**config.mk**
```make
export PLATFORM = sky130hd
export DESIGN_NAME = lru_cache_store_flat
export DESIGN_NICKNAME = d
export VERILOG_FILES = /design/src/design/lcs_pkg.sv /design/src/design/lcs_req_if.sv /design/src/design/lcs_rsp_if.sv /design/src/design/lcs_cam.sv /design/src/design/lcs_lru.sv /design/src/design/lru_cache_store.sv /design/src/flat_wrapper.sv
export SDC_FILE = /design/constraint.sdc
export NUM_CORES = 2
export LEC_CHECK = 0
export BUFFER_PORTS_ARGS = -buffer_cell sky130_fd_sc_hd__buf_2
export CAP_MARGIN = 10
export CORE_ASPECT_RATIO = 0.9
export CORE_MARGIN = 2
export CORE_UTILIZATION = 57
export DETAILED_ROUTE_END_ITERATION = 7
export PLACE_DENSITY = 0.74
export SLEW_MARGIN = 10
export SYNTH_ARGS = -nofsm -noshare
export SYNTH_HDL_FRONTEND = slang
export SYNTH_SLANG_ARGS = --single-unit
```
**constraint.sdc**
```tcl
create_clock -name clk_i -period 7.4 [get_ports clk_i]
set_clock_uncertainty 0.2 [all_clocks]
set_input_delay 0 -clock clk_i [delete_from_list [all_inputs] [get_ports clk_i]]
set_output_delay 0 -clock clk_i [all_outputs]
set_load 0.01 [all_outputs]
```
**src/design/lcs_pkg.sv**
```systemverilog
// Package for the LRU key/value store: sizes, codes and the structs
// passed between the match array, the recency tracker and the top level.
// No dependencies.
package lcs_pkg;

  localparam int CAPACITY = 16;
  localparam int KEY_W    = 32;
  localparam int VAL_W    = 32;
  localparam int CFG_W    = 5;
  localparam int IDX_W    = (CAPACITY > 1) ? $clog2(CAPACITY) : 1;
  localparam int CNT_W    = $clog2(CAPACITY + 1);
  localparam int CMP_W    = (CFG_W > CNT_W) ? CFG_W : CNT_W;

  localparam logic [CFG_W-1:0] CFG_RESET = 5'd16;

  typedef logic [IDX_W-1:0] idx_t;
  typedef logic [CNT_W-1:0] cnt_t;

  typedef enum logic [0:0] {
    FUNC_GET = 1'b0,
    FUNC_PUT = 1'b1
  } func_e;

  // Result of the parallel key compare
  typedef struct packed {
    logic hit;
    idx_t idx;
  } lookup_t;

  // Slot chosen for a new key
  typedef struct packed {
    logic insert;
    idx_t slot;
  } alloc_t;

endpackage

```
**src/design/lcs_req_if.sv**
```systemverilog
// Request channel of the LRU store: valid/ready plus func, key and value.
// Depends on lcs_pkg for the field widths.
interface lcs_req_if;
  logic                              valid;
  logic                              ready;
  logic                              func;
  logic signed [lcs_pkg::KEY_W-1:0]  key;
  logic signed [lcs_pkg::VAL_W-1:0]  value;

  modport source (output valid, func, key, value, input ready);
  modport sink   (input valid, func, key, value, output ready);
endinterface

```
**src/design/lcs_rsp_if.sv**
```systemverilog
// Response channel of the LRU store: valid/ready plus found and read_value.
// Depends on lcs_pkg for the field widths.
interface lcs_rsp_if;
  logic                              valid;
  logic                              ready;
  logic                              found;
  logic signed [lcs_pkg::VAL_W-1:0]  read_value;

  modport source (output valid, found, read_value, input ready);
  modport sink   (input valid, found, read_value, output ready);
endinterface

```
**src/design/lcs_cam.sv**
```systemverilog
// Key store with a parallel compare against all valid entries.
// Depends on lcs_pkg.
module lcs_cam (
  input  logic                           clk_i,
  input  logic [lcs_pkg::KEY_W-1:0]      key_i,
  input  logic [lcs_pkg::CAPACITY-1:0]   valid_i,
  input  lcs_pkg::alloc_t                alloc_i,
  output lcs_pkg::lookup_t               lookup_o
);

  logic [lcs_pkg::KEY_W-1:0] keys_q [lcs_pkg::CAPACITY];
  logic [lcs_pkg::CAPACITY-1:0] match;

  always_ff @(posedge clk_i) begin
    if (alloc_i.insert) begin
      keys_q[alloc_i.slot] <= key_i;
    end
  end

  always_comb begin
    lookup_o = '0;
    for (int i = 0; i < lcs_pkg::CAPACITY; i++) begin
      match[i] = valid_i[i] && (keys_q[i] == key_i);
    end
    // lowest matching slot wins
    for (int i = lcs_pkg::CAPACITY - 1; i >= 0; i--) begin
      if (match[i]) begin
        lookup_o.hit = 1'b1;
        lookup_o.idx = lcs_pkg::IDX_W'(i);
      end
    end
  end

endmodule

```
**src/design/lcs_lru.sv**
```systemverilog
// Recency tracker: valid marks, per-entry ranks (0 = most recent), fill count,
// eviction and free-slot choice. Depends on lcs_pkg.
module lcs_lru (
  input  logic                           clk_i,
  input  logic                           rst_ni,
  input  logic                           step_i,
  input  logic                           func_i,
  input  logic [lcs_pkg::CFG_W-1:0]      cap_cfg_i,
  input  lcs_pkg::lookup_t               lookup_i,
  output logic [lcs_pkg::CAPACITY-1:0]   valid_o,
  output lcs_pkg::alloc_t                alloc_o
);

  logic [lcs_pkg::CAPACITY-1:0] valid_q, valid_d, valid_ev;
  lcs_pkg::idx_t                rank_q [lcs_pkg::CAPACITY];
  lcs_pkg::idx_t                rank_d [lcs_pkg::CAPACITY];
  lcs_pkg::cnt_t                used_q, used_d;
  logic [lcs_pkg::CMP_W-1:0]    cfg_ext;
  lcs_pkg::cnt_t                cap, cap_m1;
  logic                         full;
  logic                         is_put;
  lcs_pkg::idx_t                hit_rank;
  lcs_pkg::idx_t                free_slot;
  logic                         free_ok;

  // clamp the configured capacity into 1..CAPACITY
  always_comb begin
    cfg_ext = lcs_pkg::CMP_W'(cap_cfg_i);
    if (cfg_ext == '0) begin
      cap = lcs_pkg::CNT_W'(1);
    end else if (cfg_ext > lcs_pkg::CMP_W'(lcs_pkg::CAPACITY)) begin
      cap = lcs_pkg::CNT_W'(lcs_pkg::CAPACITY);
    end else begin
      cap = lcs_pkg::CNT_W'(cfg_ext);
    end
    cap_m1 = cap - lcs_pkg::CNT_W'(1);
    full   = (used_q >= cap);
  end

  always_comb begin
    is_put = (func_i == lcs_pkg::FUNC_PUT);
    // drop entries at or beyond the capacity edge when the store is full
    for (int i = 0; i < lcs_pkg::CAPACITY; i++) begin
      valid_ev[i] = valid_q[i] && !(full && (lcs_pkg::CNT_W'(rank_q[i]) >= cap_m1));
    end
    free_slot = '0;
    free_ok   = 1'b0;
    for (int i = lcs_pkg::CAPACITY - 1; i >= 0; i--) begin
      if (!valid_ev[i]) begin
        free_slot = lcs_pkg::IDX_W'(i);
        free_ok   = 1'b1;
      end
    end
    hit_rank = rank_q[lookup_i.idx];

    alloc_o.insert = step_i && !lookup_i.hit && is_put && free_ok;
    alloc_o.slot   = free_slot;

    valid_d = valid_q;
    rank_d  = rank_q;
    used_d  = used_q;
    if (step_i && lookup_i.hit) begin
      // promote: newer entries age by one
      for (int i = 0; i < lcs_pkg::CAPACITY; i++) begin
        if (valid_q[i] && (rank_q[i] < hit_rank)) begin
          rank_d[i] = rank_q[i] + lcs_pkg::IDX_W'(1);
        end
      end
      rank_d[lookup_i.idx] = '0;
    end else if (alloc_o.insert) begin
      valid_d = valid_ev;
      for (int i = 0; i < lcs_pkg::CAPACITY; i++) begin
        if (valid_ev[i]) begin
          rank_d[i] = rank_q[i] + lcs_pkg::IDX_W'(1);
        end
      end
      valid_d[free_slot] = 1'b1;
      rank_d[free_slot]  = '0;
      used_d = (full ? cap_m1 : used_q) + lcs_pkg::CNT_W'(1);
    end
  end

  always_ff @(posedge clk_i or negedge rst_ni) begin
    if (!rst_ni) begin
      valid_q <= '0;
      used_q  <= '0;
      for (int i = 0; i < lcs_pkg::CAPACITY; i++) begin
        rank_q[i] <= '0;
      end
    end else begin
      valid_q <= valid_d;
      used_q  <= used_d;
      rank_q  <= rank_d;
    end
  end

  assign valid_o = valid_q;

`ifndef SYNTHESIS
  a_count_matches_valid: assert property (@(posedge clk_i) disable iff (!rst_ni)
    $countones(valid_q) == 32'(used_q))
    else $error("fill count differs from number of valid entries");

  a_count_bounded: assert property (@(posedge clk_i) disable iff (!rst_ni)
    used_q <= lcs_pkg::CNT_W'(lcs_pkg::CAPACITY))
    else $error("fill count above capacity");

  a_insert_sets_slot: assert property (@(posedge clk_i) disable iff (!rst_ni)
    alloc_o.insert |=> valid_q[$past(alloc_o.slot)] && (rank_q[$past(alloc_o.slot)] == '0))
    else $error("inserted slot not valid and most recent");

  a_hit_promotes: assert property (@(posedge clk_i) disable iff (!rst_ni)
    (step_i && lookup_i.hit) |=> rank_q[$past(lookup_i.idx)] == '0)
    else $error("hit entry not made most recent");
`endif

endmodule

```
**src/design/lru_cache_store.sv**
```systemverilog
// Fully associative key/value store with LRU replacement.
// A request is held in the input register, then one pass of compare and rank
// update writes the result register, which drives the valid response.
// Throughput: one request per cycle; a new request enters every cycle that the
// result register is free or being drained. Reset clears valid marks, ranks,
// fill count and handshake state at once; capacity register resets to 16.
module lru_cache_store (
  input  logic                        clk_i,
  input  logic                        rst_ni,
  input  logic                        cfg_we_i,
  input  logic [lcs_pkg::CFG_W-1:0]   cfg_wdata_i,
  lcs_req_if.sink                     req_i,
  lcs_rsp_if.source                   rsp_o
);

  logic [lcs_pkg::CFG_W-1:0]   cap_cfg_q;
  logic                        req_vq;
  logic                        func_q;
  logic [lcs_pkg::KEY_W-1:0]   key_q;
  logic [lcs_pkg::VAL_W-1:0]   value_q;
  logic                        rsp_vq;
  logic                        found_q;
  logic [lcs_pkg::VAL_W-1:0]   read_q;
  logic                        adv;
  logic                        is_put;
  logic [lcs_pkg::VAL_W-1:0]   values_q [lcs_pkg::CAPACITY];
  logic [lcs_pkg::CAPACITY-1:0] valid;
  lcs_pkg::lookup_t            lookup;
  lcs_pkg::alloc_t             alloc;

  assign adv         = req_vq && (!rsp_vq || rsp_o.ready);
  assign req_i.ready = !req_vq || adv;
  assign is_put      = (func_q == lcs_pkg::FUNC_PUT);

  always_ff @(posedge clk_i or negedge rst_ni) begin
    if (!rst_ni) begin
      cap_cfg_q <= lcs_pkg::CFG_RESET;
    end else if (cfg_we_i) begin
      cap_cfg_q <= cfg_wdata_i;
    end
  end

  always_ff @(posedge clk_i or negedge rst_ni) begin
    if (!rst_ni) begin
      req_vq <= 1'b0;
      rsp_vq <= 1'b0;
    end else begin
      if (req_i.ready) begin
        req_vq <= req_i.valid;
      end
      if (adv) begin
        rsp_vq <= 1'b1;
      end else if (rsp_o.ready) begin
        rsp_vq <= 1'b0;
      end
    end
  end

  always_ff @(posedge clk_i) begin
    if (req_i.valid && req_i.ready) begin
      func_q  <= req_i.func;
      key_q   <= req_i.key;
      value_q <= req_i.value;
    end
    if (adv) begin
      found_q <= lookup.hit;
      read_q  <= (lookup.hit && !is_put) ? values_q[lookup.idx] : '1;
    end
  end

  // value store: overwrite on a put hit, fill on a new key
  always_ff @(posedge clk_i) begin
    if (adv && lookup.hit && is_put) begin
      values_q[lookup.idx] <= value_q;
    end else if (alloc.insert) begin
      values_q[alloc.slot] <= value_q;
    end
  end

  lcs_cam u_cam (
    .clk_i    (clk_i),
    .key_i    (key_q),
    .valid_i  (valid),
    .alloc_i  (alloc),
    .lookup_o (lookup)
  );

  lcs_lru u_lru (
    .clk_i     (clk_i),
    .rst_ni    (rst_ni),
    .step_i    (adv),
    .func_i    (func_q),
    .cap_cfg_i (cap_cfg_q),
    .lookup_i  (lookup),
    .valid_o   (valid),
    .alloc_o   (alloc)
  );

  assign rsp_o.valid      = rsp_vq;
  assign rsp_o.found      = found_q;
  assign rsp_o.read_value = read_q;

`ifndef SYNTHESIS
  a_miss_reads_ones: assert property (@(posedge clk_i) disable iff (!rst_ni)
    (rsp_vq && !found_q) |-> (read_q == '1))
    else $error("miss response carries a value");

  a_insert_only_on_put_miss: assert property (@(posedge clk_i) disable iff (!rst_ni)
    alloc.insert |-> (adv && is_put && !lookup.hit))
    else $error("insertion outside a put miss");

  a_free_output_takes_input: assert property (@(posedge clk_i) disable iff (!rst_ni)
    !rsp_vq |-> req_i.ready)
    else $error("input stalled with empty result register");
`endif

endmodule

```
**src/flat_wrapper.sv**
```systemverilog
// flat-port wrapper written by rule: the top's interface ports become plain ports
module lru_cache_store_flat 
  (clk_i, rst_ni, cfg_we_i, cfg_wdata_i, req_i_valid, req_i_func, req_i_key, req_i_value, req_i_ready, rsp_o_valid, rsp_o_found, rsp_o_read_value, rsp_o_ready);
  lcs_req_if req_i_i ();
  lcs_rsp_if rsp_o_i ();
  input  logic clk_i;
  input  logic rst_ni;
  input  logic cfg_we_i;
  input  logic [lcs_pkg::CFG_W-1:0] cfg_wdata_i;
  input wire logic [$bits(req_i_i.valid)-1:0] req_i_valid;
  input wire logic [$bits(req_i_i.func)-1:0] req_i_func;
  input wire logic [$bits(req_i_i.key)-1:0] req_i_key;
  input wire logic [$bits(req_i_i.value)-1:0] req_i_value;
  output wire logic [$bits(req_i_i.ready)-1:0] req_i_ready;
  output wire logic [$bits(rsp_o_i.valid)-1:0] rsp_o_valid;
  output wire logic [$bits(rsp_o_i.found)-1:0] rsp_o_found;
  output wire logic [$bits(rsp_o_i.read_value)-1:0] rsp_o_read_value;
  input wire logic [$bits(rsp_o_i.ready)-1:0] rsp_o_ready;
  assign req_i_i.valid = req_i_valid;
  assign req_i_i.func = req_i_func;
  assign req_i_i.key = req_i_key;
  assign req_i_i.value = req_i_value;
  assign req_i_ready = req_i_i.ready;
  assign rsp_o_valid = rsp_o_i.valid;
  assign rsp_o_found = rsp_o_i.found;
  assign rsp_o_read_value = rsp_o_i.read_value;
  assign rsp_o_i.ready = rsp_o_ready;
  lru_cache_store u_core (.clk_i(clk_i), .rst_ni(rst_ni), .cfg_we_i(cfg_we_i), .cfg_wdata_i(cfg_wdata_i), .req_i(req_i_i), .rsp_o(rsp_o_i));
endmodule
```
==> impl_metrics.ini <==
[floorplanning]
ios = 110
die_y_um = 302
dieArea_um2 = 101000
rows = 109
core_um2 = 98100
dieWidth_um = 335
start_util = 0.574

[sta]
period_minus_slack_ns = 6.91
period_share = 0.934
hold_viol_final = 0
rsz0062_at_grt = no
worst_slew_pin_slew_ns = 1.18
fmax_ghz = 0.145
relSlewSlack = 0.207
tns_ns = 0
fin_hold_ws_ns = 0.218
drv_slew = 0
setup_violations = 0

[yosys]
synthCells = 4329
seq_area_frac_synth = 0.639
ys_warn_count = 0
syn_avg_cell_area_um2 = 13.0
synth-edff-count = 1122
netlist_top_cells_count = 1122 x edfxtp_1, 537 x nand2_1, 321 x xor2_1
synth_ff_type = edfxtp_1
synth_cell_types = 92
syn-num-nets = 4523
synth-async-reset-ratio = 0.0758
synth.cell_area_um2 = 56300
synth_largest_area_cell = edfxtp_1
netlist_top_cells_area = edfxtp_1 60%, xor2_1 5.0%, dfrtp_1 4.0%
synth_most_common_cell = edfxtp_1
netlist.area_leader.share = 0.598
ys_ff_latch = 1214

[drt]
via_per_inst = 6.45
ant_nets = 0
vias = 39100
wl_per_cell_um = 26.7
firstDrtPassIters = 8
wl_um = 162000
drc = 1
initialDrtViolationCount = 5170

[clocking]
hold_buffers = 155
clock_path_buffers = 3
cts_sinks = 1214
root_buffer = clkbuf_16
clock_latency_ns = 0.74
htreeDepth = 3
post-cts-setup-buffers = 0
numCtsBuffers = 116
cts-resized-gates = 0
clk_pin_slew_ns = 0.06
cts_tree = yes

[global_routing]
grtUsageTotal = 0.317
grt_pass1_wl_um = 239000
grt_max_degree = 203
grt_overflow = 0
antenna_found_initial = 1
grt_pass1_vias = 37400

[place]
place_inst = 5687
hpwlAfterDp_um = 102000
port_buffers = 109
placed_cell_area_um2 = 59200
routabilityCongestion = 0.995

[setup_path]
worstPathRequired_ns = 7.76
cp_max_fo = 19
crit_type = flip-flop to flip-flop
crit_path_end_kind = flip-flop
arrival_ns = 7.26
cp-start-kind = flip-flop

[pwr]
ir_worst_vdd_uv = 220
p_leak_uw = 0.0223
power.density_nw_per_um2 = 265

[layout]
finalNonFillerCells = 6062
postLayoutCellArea_um2 = 64600
fin_nets = 4878
layout-drive-gt1-share = 0.115
antenna_cells = 0
area_growth_pct = 14.7
final_util = 0.658

[worst_hold_path]
hold_path.class = input port to flip-flop

[job]
cap_violations = 0

[status]
failed_checks = design-rule violations
outcome = finished, violations left
## kinds of logic (layout without fill, tap and decap cells)
logic type                 count (synthesis)  after routing  share of synthesized area
and+or+nand+nor                         1376           1376                      0.125
DFF                                     1214           1214                      0.639
AOI/OAI and AO/OA                        815            815                     0.0996
xor gates and xnor gates                 506            506                     0.0790
buffers and inverters                    264            721                     0.0240
adders and majority gates                125            125                     0.0275
muxes                                     29             29                    0.00549
## stage by stage
step	setup slack [ns]	power (uW)
after global placement	0.832	11100
after global routing	0.260	17600
final	0.492	17100
after CTS	0.718	17100
after detailed placement	0.812	11100
after floorplan	-0.538	9960
## registers in the layout (all words and copies together), names as in the netlist
signal / count
u_core.u_cam.keys_q: 512
u_core.req_vq: 1
u_core.rsp_o.found: 1
u_core.u_lru.used_q: 5
u_core.key_q: 32
u_core.values_q: 512
u_core.u_lru.rank_q: 64
u_core.rsp_o.valid: 1
u_core.value_q: 32
u_core.func_q: 1
u_core.cap_cfg_q: 5
u_core.u_lru.valid_o: 16
u_core.rsp_o.read_value: 32
## path summary, 6_finish.rpt
| check | from | to | slack (ns) | cells after the start |
|---|---|---|---|---|
| worst min register to register | u_core.u_lru.used_q[0] | u_core.u_lru.used_q[0] | 0.28 | 2 |
| max in group asynchronous | rst_ni | u_core.u_lru.rank_q[40] | 5.99 | 4 |
| worst max-delay path | u_core.key_q[16] | u_core.u_lru.rank_q[26] | 0.49 | 19 |
| worst min-delay path | req_i_valid | u_core.key_q[1] | 0.22 | 3 |
| worst max register to register | u_core.key_q[16] | u_core.u_lru.rank_q[26] | 0.49 | 19 |
| min in group asynchronous | rst_ni | u_core.rsp_o.valid | 0.29 | 4 |
## worst max-delay path, cell delays in order, from the launching register on
cell,delay (ns)
edfxtp_1,0.97
xor2_1,0.24
nor4_1,0.43
nand4_1,0.22
nor4_1,0.52
o21ai_0,0.16
a221oi_1,0.75
o21ai_4,0.35
inv_4,0.25
a211oi_1,0.10
a31oi_1,0.17
o21ai_0,0.10
a221o_1,0.30
buf_4,0.18
ha_1,0.19
or4b_2,0.65
o21ai_0,0.25
a21oi_1,0.11
and3_1,0.25
a311o_1,0.31
## power breakdown
part           switching [uW]  leakage (uW)  internal [uW]
clock network            2610       0.00184           3310
logic                    1910       0.00920           1010
registers                 358        0.0113           7900
## cell usage in the layout (no fill, tap or decap), drive strengths merged, types with 69 or more instances in the layout
cell / count
buf: 287
ha: 119
nand2b: 69
edfxtp: 1122
and2: 124
a211oi: 119
nor2: 109
nor4: 150
nand2: 537
a21oi: 148
xnor2: 185
nand4: 103
a31oi: 87
clkbuf: 156
o21ai: 135
xor2: 321
dfrtp: 91
dlygate4sd3: 154
nand3: 71
## cell type report
class | instances | area [um2]
clock buffer | 156 | 3140
clock inverter | 64 | 668
fill | 6992 | 33500
inverter | 60 | 228
multi-input combinational | 2851 | 19200
sequential | 1214 | 36000
tap | 1276 | 1600
timing repair buffer | 441 | 3750
## routing by layer
metal,vias up,wire (um),track usage
met5,-,0,0
met4,0,4530,0.0916
met3,322,18000,0.0617
met2,2294,71100,0.470
met1,19300,68300,0.477
li1,17200,-,-
(Power assumes the default switching activity.)
